### config.mk
export PLATFORM = sky130hd
export DESIGN_NAME = enigma_rotor_substitution_core
export DESIGN_NICKNAME = d
export VERILOG_FILES = /design/src/hdl/enr_pkg.sv /design/src/hdl/enigma_rotor_substitution_core.sv /design/src/hdl/enr_modn.sv /design/src/hdl/enr_subst.sv
export VERILOG_INCLUDE_DIRS = /design/src /design/src/hdl
export SDC_FILE = /design/constraint.sdc
export NUM_CORES = 1
export LEC_CHECK = 0
export BUFFER_PORTS_ARGS = -buffer_cell sky130_fd_sc_hd__buf_2
export CORE_UTILIZATION = 55
export DETAILED_ROUTE_END_ITERATION = 8
export PLACE_DENSITY_LB_ADDON = 0.1
export SYNTH_ARGS = -nofsm -noshare
export SYNTH_HDL_FRONTEND = slang
export SYNTH_HIERARCHICAL = 1
export SYNTH_SLANG_ARGS = --single-unit
### constraint.sdc
create_clock -name clk -period 9.25 [get_ports clk]
set_input_delay 0.925 -clock clk [delete_from_list [all_inputs] [get_ports clk]]
set_output_delay 0.925 -clock clk [all_outputs]
set_load 0.01 [all_outputs]
### src/hdl/assert_macros.svh
// Assertion macros shared by the rotor RTL.
`ifndef ASSERT_MACROS_SVH
`define ASSERT_MACROS_SVH

// Same-cycle implication, checked out of reset.
`define ASSERT_IMPLIES(label, clk, rst, ante, cons, msg) \
  label: assert property (@(posedge clk) disable iff (rst) (ante) |-> (cons)) \
    else $error(msg);

// Next-cycle implication, checked out of reset.
`define ASSERT_NEXT(label, clk, rst, ante, cons, msg) \
  label: assert property (@(posedge clk) disable iff (rst) (ante) |=> (cons)) \
    else $error(msg);

`endif

### src/hdl/enr_pkg.sv
// Types, codes and constants for the rotor substitution core.
package enr_pkg;

  localparam int ALPHABET_SIZE_DEF = 26;
  localparam int LETTER_W          = 5;
  localparam int SUM_W             = LETTER_W + 1;
  localparam int ACTION_W          = 2;
  localparam int WIRED_ENTRIES     = 26;
  localparam int WIRE_SLOTS        = 2 ** LETTER_W;
  localparam int MAP_WIDE_W        = 60;
  localparam int MAP_HIGH_W        = 10;
  localparam int NOTCH_W           = 26;
  localparam int LOW_ENTRIES       = 12;
  localparam int MID_ENTRIES       = 12;
  localparam int CFG_INDEX_W       = 3;
  localparam int CFG_DATA_W        = 60;

  localparam logic [ACTION_W-1:0] ACT_FORWARD = 2'd0;
  localparam logic [ACTION_W-1:0] ACT_REVERSE = 2'd1;
  localparam logic [ACTION_W-1:0] ACT_STEP    = 2'd2;

  localparam logic [CFG_INDEX_W-1:0] REG_MAP_LOW    = 3'd0;
  localparam logic [CFG_INDEX_W-1:0] REG_MAP_MID    = 3'd1;
  localparam logic [CFG_INDEX_W-1:0] REG_MAP_HIGH   = 3'd2;
  localparam logic [CFG_INDEX_W-1:0] REG_NOTCH_MASK = 3'd3;
  localparam logic [CFG_INDEX_W-1:0] REG_START_POS  = 3'd4;
  localparam logic [CFG_INDEX_W-1:0] REG_SELF_STEP  = 3'd5;

  typedef struct packed {
    logic [MAP_WIDE_W-1:0] map_low;
    logic [MAP_WIDE_W-1:0] map_mid;
    logic [MAP_HIGH_W-1:0] map_high;
    logic [NOTCH_W-1:0]    notch_mask;
    logic                  self_stepping;
  } rotor_cfg_t;

  typedef struct packed {
    logic [LETTER_W-1:0] letter_out;
    logic                notch_hit;
    logic [LETTER_W-1:0] rotor_position;
    logic                not_found;
  } rotor_result_t;

endpackage

### src/hdl/enigma_rotor_substitution_core.sv
// Rotor substitution core: one input beat per cycle while item_stall is low,
// one result beat per input beat. An accepted beat is held in an input
// register, passes the combinational substitution logic and lands in the
// result register, which holds it on the outputs until taken. Throughput is
// one beat per cycle when the output is not stalled, set by the single
// combinational pass (reverse lookup is 26 parallel compares on the wiring
// registers). The input register also absorbs one beat while a result waits.
// The configuration port is always ready; writing start_position also loads
// the rotor position.
`include "assert_macros.svh"

module enigma_rotor_substitution_core #(
  parameter int ALPHABET_SIZE = enr_pkg::ALPHABET_SIZE_DEF
) (
  input  logic                            clk,
  input  logic                            rst,
  input  logic                            item_valid,
  output logic                            item_stall,
  input  logic [enr_pkg::ACTION_W-1:0]    action,
  input  logic [enr_pkg::LETTER_W-1:0]    letter_in,
  output logic                            result_valid,
  input  logic                            result_stall,
  output logic [enr_pkg::LETTER_W-1:0]    letter_out,
  output logic                            notch_hit,
  output logic [enr_pkg::LETTER_W-1:0]    rotor_position,
  output logic                            not_found,
  input  logic                            cfg_valid,
  output logic                            cfg_ready,
  input  logic [enr_pkg::CFG_INDEX_W-1:0] cfg_index,
  input  logic [enr_pkg::CFG_DATA_W-1:0]  cfg_data
);

  localparam int LW = enr_pkg::LETTER_W;

  enr_pkg::rotor_cfg_t    cfg;
  enr_pkg::rotor_result_t subst_res;
  enr_pkg::rotor_result_t result;

  logic [LW-1:0]                start_mod;
  logic [LW-1:0]                position;
  logic                         notch_latched;
  logic                         s1_valid;
  logic [enr_pkg::ACTION_W-1:0] s1_action;
  logic [LW-1:0]                s1_letter;
  logic                         out_free;
  logic                         move;
  logic                         accept;
  logic                         cfg_write;

  assign cfg_ready  = 1'b1;
  assign cfg_write  = cfg_valid && cfg_ready;
  assign out_free   = !result_valid || !result_stall;
  assign move       = s1_valid && out_free;
  assign item_stall = s1_valid && !out_free;
  assign accept     = item_valid && !item_stall;

  enr_modn #(.ALPHABET_SIZE(ALPHABET_SIZE)) u_mod_start (
    .value  (enr_pkg::SUM_W'(cfg_data[LW-1:0])),
    .result (start_mod)
  );

  enr_subst #(.ALPHABET_SIZE(ALPHABET_SIZE)) u_subst (
    .action        (s1_action),
    .letter_in     (s1_letter),
    .cfg           (cfg),
    .position      (position),
    .notch_latched (notch_latched),
    .result        (subst_res)
  );

  always_ff @(posedge clk) begin
    if (rst) begin
      cfg <= '0;
    end else if (cfg_write) begin
      case (cfg_index)
        enr_pkg::REG_MAP_LOW:    cfg.map_low       <= cfg_data[enr_pkg::MAP_WIDE_W-1:0];
        enr_pkg::REG_MAP_MID:    cfg.map_mid       <= cfg_data[enr_pkg::MAP_WIDE_W-1:0];
        enr_pkg::REG_MAP_HIGH:   cfg.map_high      <= cfg_data[enr_pkg::MAP_HIGH_W-1:0];
        enr_pkg::REG_NOTCH_MASK: cfg.notch_mask    <= cfg_data[enr_pkg::NOTCH_W-1:0];
        enr_pkg::REG_SELF_STEP:  cfg.self_stepping <= cfg_data[0];
        default: begin
        end
      endcase
    end
  end

  always_ff @(posedge clk) begin
    if (rst) begin
      position      <= '0;
      notch_latched <= 1'b0;
    end else if (cfg_write && cfg_index == enr_pkg::REG_START_POS) begin
      position <= start_mod;
    end else if (move) begin
      position      <= subst_res.rotor_position;
      notch_latched <= subst_res.notch_hit;
    end
  end

  always_ff @(posedge clk) begin
    if (rst) begin
      s1_valid <= 1'b0;
    end else if (accept) begin
      s1_valid <= 1'b1;
    end else if (move) begin
      s1_valid <= 1'b0;
    end
  end

  always_ff @(posedge clk) begin
    if (accept) begin
      s1_action <= action;
      s1_letter <= letter_in;
    end
  end

  always_ff @(posedge clk) begin
    if (rst) begin
      result_valid <= 1'b0;
    end else if (move) begin
      result_valid <= 1'b1;
    end else if (!result_stall) begin
      result_valid <= 1'b0;
    end
  end

  always_ff @(posedge clk) begin
    if (move) begin
      result <= subst_res;
    end
  end

  assign letter_out     = result.letter_out;
  assign notch_hit      = result.notch_hit;
  assign rotor_position = result.rotor_position;
  assign not_found      = result.not_found;

  `ASSERT_IMPLIES(a_pos_range, clk, rst, 1'b1, {1'b0, position} < 6'(ALPHABET_SIZE), "rotor position out of range")
  `ASSERT_NEXT(a_rev_holds_pos, clk, rst, move && s1_action == enr_pkg::ACT_REVERSE && !cfg_write, position == $past(position) && notch_latched == $past(notch_latched), "reverse beat changed rotor state")
  `ASSERT_IMPLIES(a_missing_zero, clk, rst, result_valid && result.not_found, result.letter_out == '0, "missing entry with nonzero letter")
  `ASSERT_IMPLIES(a_stall_full, clk, rst, item_stall, s1_valid && result_valid, "input stalled with free buffer")

endmodule

### src/hdl/enr_modn.sv
// Reduction of a small sum modulo the alphabet size through a constant table.
module enr_modn #(
  parameter int ALPHABET_SIZE = enr_pkg::ALPHABET_SIZE_DEF
) (
  input  logic [enr_pkg::SUM_W-1:0]    value,
  output logic [enr_pkg::LETTER_W-1:0] result
);

  localparam int TABLE_DEPTH = 2 ** enr_pkg::SUM_W;

  logic [enr_pkg::LETTER_W-1:0] mod_table [TABLE_DEPTH];

  for (genvar g = 0; g < TABLE_DEPTH; g++) begin : g_table
    localparam logic [enr_pkg::LETTER_W-1:0] ENTRY =
      enr_pkg::LETTER_W'(g % ALPHABET_SIZE);
    assign mod_table[g] = ENTRY;
  end

  assign result = mod_table[value];

endmodule

### src/hdl/enr_subst.sv
// Single-pass forward, reverse and step logic of the rotor.
module enr_subst #(
  parameter int ALPHABET_SIZE = enr_pkg::ALPHABET_SIZE_DEF
) (
  input  logic [enr_pkg::ACTION_W-1:0] action,
  input  logic [enr_pkg::LETTER_W-1:0] letter_in,
  input  enr_pkg::rotor_cfg_t          cfg,
  input  logic [enr_pkg::LETTER_W-1:0] position,
  input  logic                         notch_latched,
  output enr_pkg::rotor_result_t       result
);

  localparam int LW = enr_pkg::LETTER_W;
  localparam int SW = enr_pkg::SUM_W;
  localparam int NW = enr_pkg::WIRED_ENTRIES;
  localparam int LOW_END = enr_pkg::LOW_ENTRIES;
  localparam int MID_END = enr_pkg::LOW_ENTRIES + enr_pkg::MID_ENTRIES;

  logic [LW-1:0]            wiring [enr_pkg::WIRE_SLOTS];
  logic [NW-1:0]            match;
  logic [LW-1:0]            pos_adv;
  logic [LW-1:0]            pos_use;
  logic [LW-1:0]            shifted;
  logic [LW-1:0]            fwd_letter;
  logic [LW-1:0]            rev_letter;
  logic [LW-1:0]            found_idx;
  logic                     found;
  logic [enr_pkg::WIRE_SLOTS-1:0] notch_wide;

  for (genvar g = 0; g < enr_pkg::WIRE_SLOTS; g++) begin : g_wiring
    if (g < LOW_END) begin : g_low
      assign wiring[g] = cfg.map_low[LW*g +: LW];
    end else if (g < MID_END) begin : g_mid
      assign wiring[g] = cfg.map_mid[LW*(g-LOW_END) +: LW];
    end else if (g < NW) begin : g_high
      assign wiring[g] = cfg.map_high[LW*(g-MID_END) +: LW];
    end else begin : g_none
      assign wiring[g] = '0;
    end
  end

  enr_modn #(.ALPHABET_SIZE(ALPHABET_SIZE)) u_mod_step (
    .value  (SW'(position) + SW'(1)),
    .result (pos_adv)
  );

  assign pos_use = (action == enr_pkg::ACT_FORWARD && cfg.self_stepping) ? pos_adv : position;

  enr_modn #(.ALPHABET_SIZE(ALPHABET_SIZE)) u_mod_shift (
    .value  (SW'(letter_in) + SW'(pos_use)),
    .result (shifted)
  );

  enr_modn #(.ALPHABET_SIZE(ALPHABET_SIZE)) u_mod_fwd (
    .value  (SW'(wiring[shifted]) + SW'(ALPHABET_SIZE) - SW'(pos_use)),
    .result (fwd_letter)
  );

  for (genvar g = 0; g < NW; g++) begin : g_match
    assign match[g] = (g < ALPHABET_SIZE) && (wiring[g] == shifted);
  end

  always_comb begin
    found     = 1'b0;
    found_idx = '0;
    for (int i = NW - 1; i >= 0; i--) begin
      if (match[i]) begin
        found     = 1'b1;
        found_idx = LW'(i);
      end
    end
  end

  enr_modn #(.ALPHABET_SIZE(ALPHABET_SIZE)) u_mod_rev (
    .value  (SW'(found_idx) + SW'(ALPHABET_SIZE) - SW'(position)),
    .result (rev_letter)
  );

  assign notch_wide = enr_pkg::WIRE_SLOTS'(cfg.notch_mask);

  always_comb begin
    result.letter_out     = '0;
    result.notch_hit      = notch_latched;
    result.rotor_position = position;
    result.not_found      = 1'b0;
    case (action)
      enr_pkg::ACT_FORWARD: begin
        result.letter_out     = fwd_letter;
        result.notch_hit      = notch_wide[pos_use];
        result.rotor_position = pos_use;
      end
      enr_pkg::ACT_REVERSE: begin
        result.letter_out = found ? rev_letter : '0;
        result.not_found  = ~found;
      end
      enr_pkg::ACT_STEP: begin
        result.rotor_position = pos_adv;
      end
      default: begin
        result.letter_out = '0;
      end
    endcase
  end

endmodule
# Yosys cells after proc, flatten, opt, wreduce, memory -nomap -nowiden
# Memory sizes are Yosys's and may differ from the RTL's.
# Cells that the tools add are included.
[classes]
addsub = 6
order_cmp = 7
eq_ne = 34
n_mux = 78
n_bitwise = 8
reduce_logical = 20
[op_table]
columns = ["operator", "count"]
rows = [
  ["$mux 5", 42],
  ["$eq 5x5->1", 26],
  ["$ge 7x7->1 const B", 5],
  ["$mux 1", 32],
  ["$not 6->7", 4],
  ["$bmux 5 s5", 1],
  ["$pmux 5 s2", 2],
  ["$add 5x5->6 const B", 2],
  ["$reduce_and 2->1", 6],
  ["$sub 6x5->6", 2],
  ["$not 5->7", 1],
  ["$add 5x1->6 const B", 1],
  ["$add 5x5->6", 1],
  ["$eq 3x2->1 const B", 2],
  ["$eq 3x3->1 const B", 2],
  ["$ge 6x6->1 const B", 1],
  ["$lt 5x6->1 const B", 1],
  ["$not 5->6", 1],
  ["$bmux 1 s5", 1],
  ["$logic_and 1x1->1", 5],
  ["$logic_not 1->1", 4],
  ["$reduce_bool 2->1", 2],
  ["$eq 3x1->1 const B", 1],
  ["$logic_not 3->1", 1],
  ["6 further kinds", 7],
]
[word_totals]
reg_bits = 184
rom_bits = 1600
in_bits = 75
elab_cells = 173
n_memories = 5
[mem_list]
columns = ["memory", "words", "width", "rd", "rd_ports_with_merged_regs", "write_ports", "line", "rtl"]
rows = [
  ["(name not given)", 64, 5, 1, 0, 0, "enr_modn.sv:19", "assign result = mod_table[value];"],
  ["(name not given)", 64, 5, 1, 0, 0, "enr_modn.sv:19", ""],
  ["(name not given)", 64, 5, 1, 0, 0, "enr_modn.sv:19", ""],
  ["(name not given)", 64, 5, 1, 0, 0, "enr_modn.sv:19", ""],
  ["(name not given)", 64, 5, 1, 0, 0, "enr_modn.sv:19", ""],
]

# Logic depth before layout (Yosys ltp)
[logic_depth]
word_depth = 46
depth_mapped = 43
ltp_nobuf = 37

# Cells and area by module
# Netlist, hierarchy kept.
[modules_own_cells]
columns = ["mod", "instances", "cells_per_inst", "area_per_inst_um2", "seq_area_each_um2"]
rows = [
  ["enigma_rotor_substitution_core", 1, 759, 6496.2, 3873.7],
  ["enr_subst", 1, 482, 4125.2, 0.0],
  ["enr_modn (u_subst.u_mod_fwd ...)", 4, 36, 281.5, 0.0],
  ["enr_modn (u_mod_start)", 1, 38, 275.3, 0.0],
]

# Worst setup path before layout
# No wires, ideal clock.
[synth_path]
path_kind = "reg-to-reg"
startpoint = "register position[2]"
endpoint = "register result (netlist bit letter_out[1]), data pin"
arrival_time_ps = 7643
t_required_ps = 8993
setup_slack_ps = 1350
path_stages_with_launch = 38
path_buffers = 6
period_less_slack_ps = 7900
path_cell_list = "dfxtp_1 clkbuf_1 xor2_1 inv_1 ha_1 o21a_1 a21oi_1 mux2i_4 inv_1 ha_1 a21oi_1 nor2b_1 o21ai_0 nand2b_1 buf_6 xor2_2 o221ai_2 a41oi_2 [... 2 more ...] buf_4 buf_2 mux4_2 mux4_2 o21ai_0 ha_1 inv_1 ha_1 inv_1 fa_1 inv_1 a21o_1 a21oi_1 xnor2_1 mux2_2 o221ai_2 a41oi_2 a32o_1"
[synth_lines]
columns = ["item", "line", "rtl"]
rows = [
  ["start: declaration", "enigma_rotor_substitution_core.sv:40", "logic [LW-1:0] position;"],
  ["start signal: assignment", "enigma_rotor_substitution_core.sv:92", "position <= start_mod;"],
  ["start signal: assignment", "enigma_rotor_substitution_core.sv:94", "position <= subst_res.rotor_position;"],
  ["end signal: assignment", "enigma_rotor_substitution_core.sv:128", "result <= subst_res;"],
  ["end: declaration", "enigma_rotor_substitution_core.sv:37", "enr_pkg::rotor_result_t result;"],
]

==> flow_metrics.tcl <==
set metrics [dict create \
    status "complete, no violations" \
    syn_inst 1423 \
    register_area_mm2 0.00387 \
    path_max_fanout 26 \
    cp-start-kind "register" \
    slew_headroom 0.285 \
    area_growth_syn_to_layout_pct 8.98 \
    power_per_cell_area_mw_per_mm2 222 \
    die_area_mm2 0.0225 \
    total_leakage_power_nw 5.10 \
    drive_above_1_share 0.165 \
    arrival_ns 8.80 \
    synth_top_flop_cell "dfxtp_1" \
    clk_pin_slew_ns 0.08 \
    slowest_delay_ns 0.45 \
    vias_per_cell 5.84 \
    ys_seq_area_frac 0.322 \
    core_mm2 0.0212 \
    drtAntennaViolNets 0 \
    synth-simple-area-share 0.189 \
    cts_hold_buf 0 \
    critical_path.slowest_cell "ha_1" \
    finClkSkew_ns 0.0197 \
    finalCritPeriodShare 0.930 \
    fmax_mhz 116 \
    post_drt_wl_per_cell_um 18.6 \
    antenna_found_initial 0 \
    rsz0062_at_grt "no" \
    hpwl_mm 23.1 \
    avgSynthCellArea_um2 8.45 \
    worstSkewPairLatency_ns 0.45 \
    firstDrtPassIters 5 \
    yosysWarnings 6 \
    pin_count 90 \
    rows 53 \
    drtIter0Drc 957 \
    maxCapViolCount 0 \
    grt-ovfl-total 0 \
    clock_sinks 184 \
    final_core_util 0.617 \
    diodes 0 \
    drc 0 \
    ir_drop_uv 179 \
    synth_edf_count 19 \
    routed_wl_mm 32.2 \
    final.setup.tns_ns 0 \
    ys_seq_elements 184 \
    num-fill-cells 1892 \
    fp.dieW_um 150 \
    endpoint_kind "register" \
    grt_max_degree 93 \
    synth_compound_area_frac 0.149 \
    first_global_vias 9154 \
    initial_utilization 0.567 \
    cts_tree "yes" \
    netlist_area_mm2 0.0120 \
    async_flop_share 0 \
    hold_path_class "reg -> reg" \
    nets 1570 \
    synth_xor_area_frac 0.109 \
    synthDistinctLibCells 68 \
    grt_pass1_wl_mm 50.2 \
    port_buffers 88 \
    synthMuxAreaShare 0.105 \
    synth-adder-area-share 0.0560 \
    htreeDepth 4 \
    crit_required_ns 9.45 \
    hold_viol 0 \
    gp_congestion 0.914 \
    multi_input_area_mm2 0.00744 \
    path_buf_inv 7 \
    vias 10100 \
    fp.dieH_um 150 \
    setup_violations 0 \
    grt_usage 0.290 \
    crit_type "reg -> reg" \
    worstMarginPinSlew_ns 1.07 \
    clockBufferDepth 2 \
    period_needed_ns 8.60 \
    cts_made_buffers 17 \
    critical_path.top_delay_family "compound AO/OA/AOI/OAI gates" \
    synth_top_family_by_area "simple AND/OR/NAND/NOR gates" \
    slew_violations 0 \
    clock-root-buffer "clkbuf_16" \
]
## worst reg2reg max path, delay by kind of cell, from the launching register on
kind | cells | cell delay (ns)
multiplexers | 3 | 0.96
adder cells (fa/ha/maj) | 6 | 1.90
XOR/XNOR | 2 | 0.42
buffers and inverters | 7 | 1.10
flip-flops | 1 | 0.38
AND/OR/NAND/NOR | 5 | 0.98
AO/OA/AOI/OAI | 16 | 2.63
## cell type report
type,count,share of cell area
clock buffer,19,0.0338
clock inverter,13,0.0118
inverter,56,0.0160
multi-input combinational,1076,0.568
sequential,184,0.296
tap,275,0.0263
timing repair buffer,108,0.0484
## path summary, 6_finish.rpt
| path | start | endpoint | slack [ns] | cells past startpoint |
|---|---|---|---|---|
| hold / removal | cfg[25] | cfg[25] | 0.46 | 2 |
| hold reg to reg | cfg[25] | cfg[25] | 0.46 | 2 |
| setup reg to reg | position[0] | letter_out[4] | 0.65 | 39 |
| setup / recovery | position[0] | letter_out[4] | 0.65 | 39 |
## cells in the final DEF, fill, tap and decap left out, types with 4 or more instances in the layout
cell,n
a211oi_1,8
a21o_1,6
a21oi_1,176
a21oi_2,11
a311oi_1,7
a31oi_1,4
a32o_1,5
and2b_1,4
and3_1,6
buf_2,87
buf_4,17
clkbuf_16,17
conb_1,4
dfxtp_1,164
edfxtp_1,19
ha_1,48
inv_1,56
inv_8,4
mux2_2,11
mux2i_1,31
mux4_2,35
nand2_1,334
nand2_2,10
nand2b_1,15
nand3_1,45
nand3b_1,11
nor2_1,12
nor2b_1,6
nor3_1,30
o211ai_1,5
o21a_1,5
o21ai_0,25
o221ai_1,6
o221ai_2,4
o22ai_1,9
or3_1,4
xnor2_1,64
xor2_1,75
xor2_2,5
## repair_timing
action                                  CTS  global route
resized for setup                         0             9
buffers inserted                          0             0
endpoints found under the setup margin    0             4
## cell families after synthesis
group,Yosys count
AO/OA/AOI/OAI,292
XOR/XNOR,146
adder cells (fa/ha/maj),52
buffers and inverters,165
flip-flops,184
multiplexers,79
other,2
AND/OR/NAND/NOR,503
## sequential cells by signal, indices dropped and copies added (netlist names)
name / flops
cfg: 157
letter_out: 5
s1_letter: 5
rotor_position: 5
s1_action: 2
s1_valid: 1
result_valid: 1
notch_hit: 1
notch_latched: 1
position: 5
not_found: 1
## stage by stage
step	instance area, µm²	instances	setup slack [ns]	power [W]	hold slack, ns
2_1_floorplan	12000	1425	1.35	0.00190	0.436
3_3_place_gp	12500	1699	0.570	0.00214	0.443
3_5_place_dp	12500	1699	0.204	0.00216	0.446
4_1_cts	13100	1731	0.166	0.00291	0.457
5_1_grt	13100	1731	0.0212	0.00308	0.481
6_report	13100	1731	0.650	0.00291	0.457
## layer usage
metal | vias up | global-route usage | part of all wire
li1 | 4907 | - | -
met1 | 4876 | 0.421 | 0.47
met2 | 295 | 0.453 | 0.46
met3 | 25 | 0.0482 | 0.061
met4 | 0 | 0.0571 | 0.0094
met5 | - | 0 | 0
## synth_stat cells, drive strengths merged, types with 6 or more instances
master  instances  area share
nand2b         16      0.0085
mux4           35       0.066
o221ai         10      0.0094
mux2i          32       0.028
o21ai          27       0.011
o22ai           9      0.0047
nor2           13      0.0041
dfxtp         165        0.27
edfxtp         19       0.047
nand3b         11      0.0069
buf            78       0.043
a21oi         188       0.081
a21o            6      0.0037
xor2           80       0.061
mux2           12       0.012
clkbuf         31      0.0097
ha             49       0.051
nor3           30       0.012
a211oi         10      0.0062
nand2         344        0.11
xnor2          66       0.048
nor2b           6      0.0031
inv            56       0.017
and3            6      0.0031
nand3          45       0.019
a311oi          7      0.0051
## power by group
group / switching, W / leakage, nW / internal (W)
Combinational: 0.000735 / 3.29 / 0.000568
Clock: 0.000357 / 0.291 / 0.000393
Sequential: 0.0000235 / 1.52 / 0.000838
Total: 0.00112 / 5.10 / 0.00180
Power figures use the tool's default switching activity.
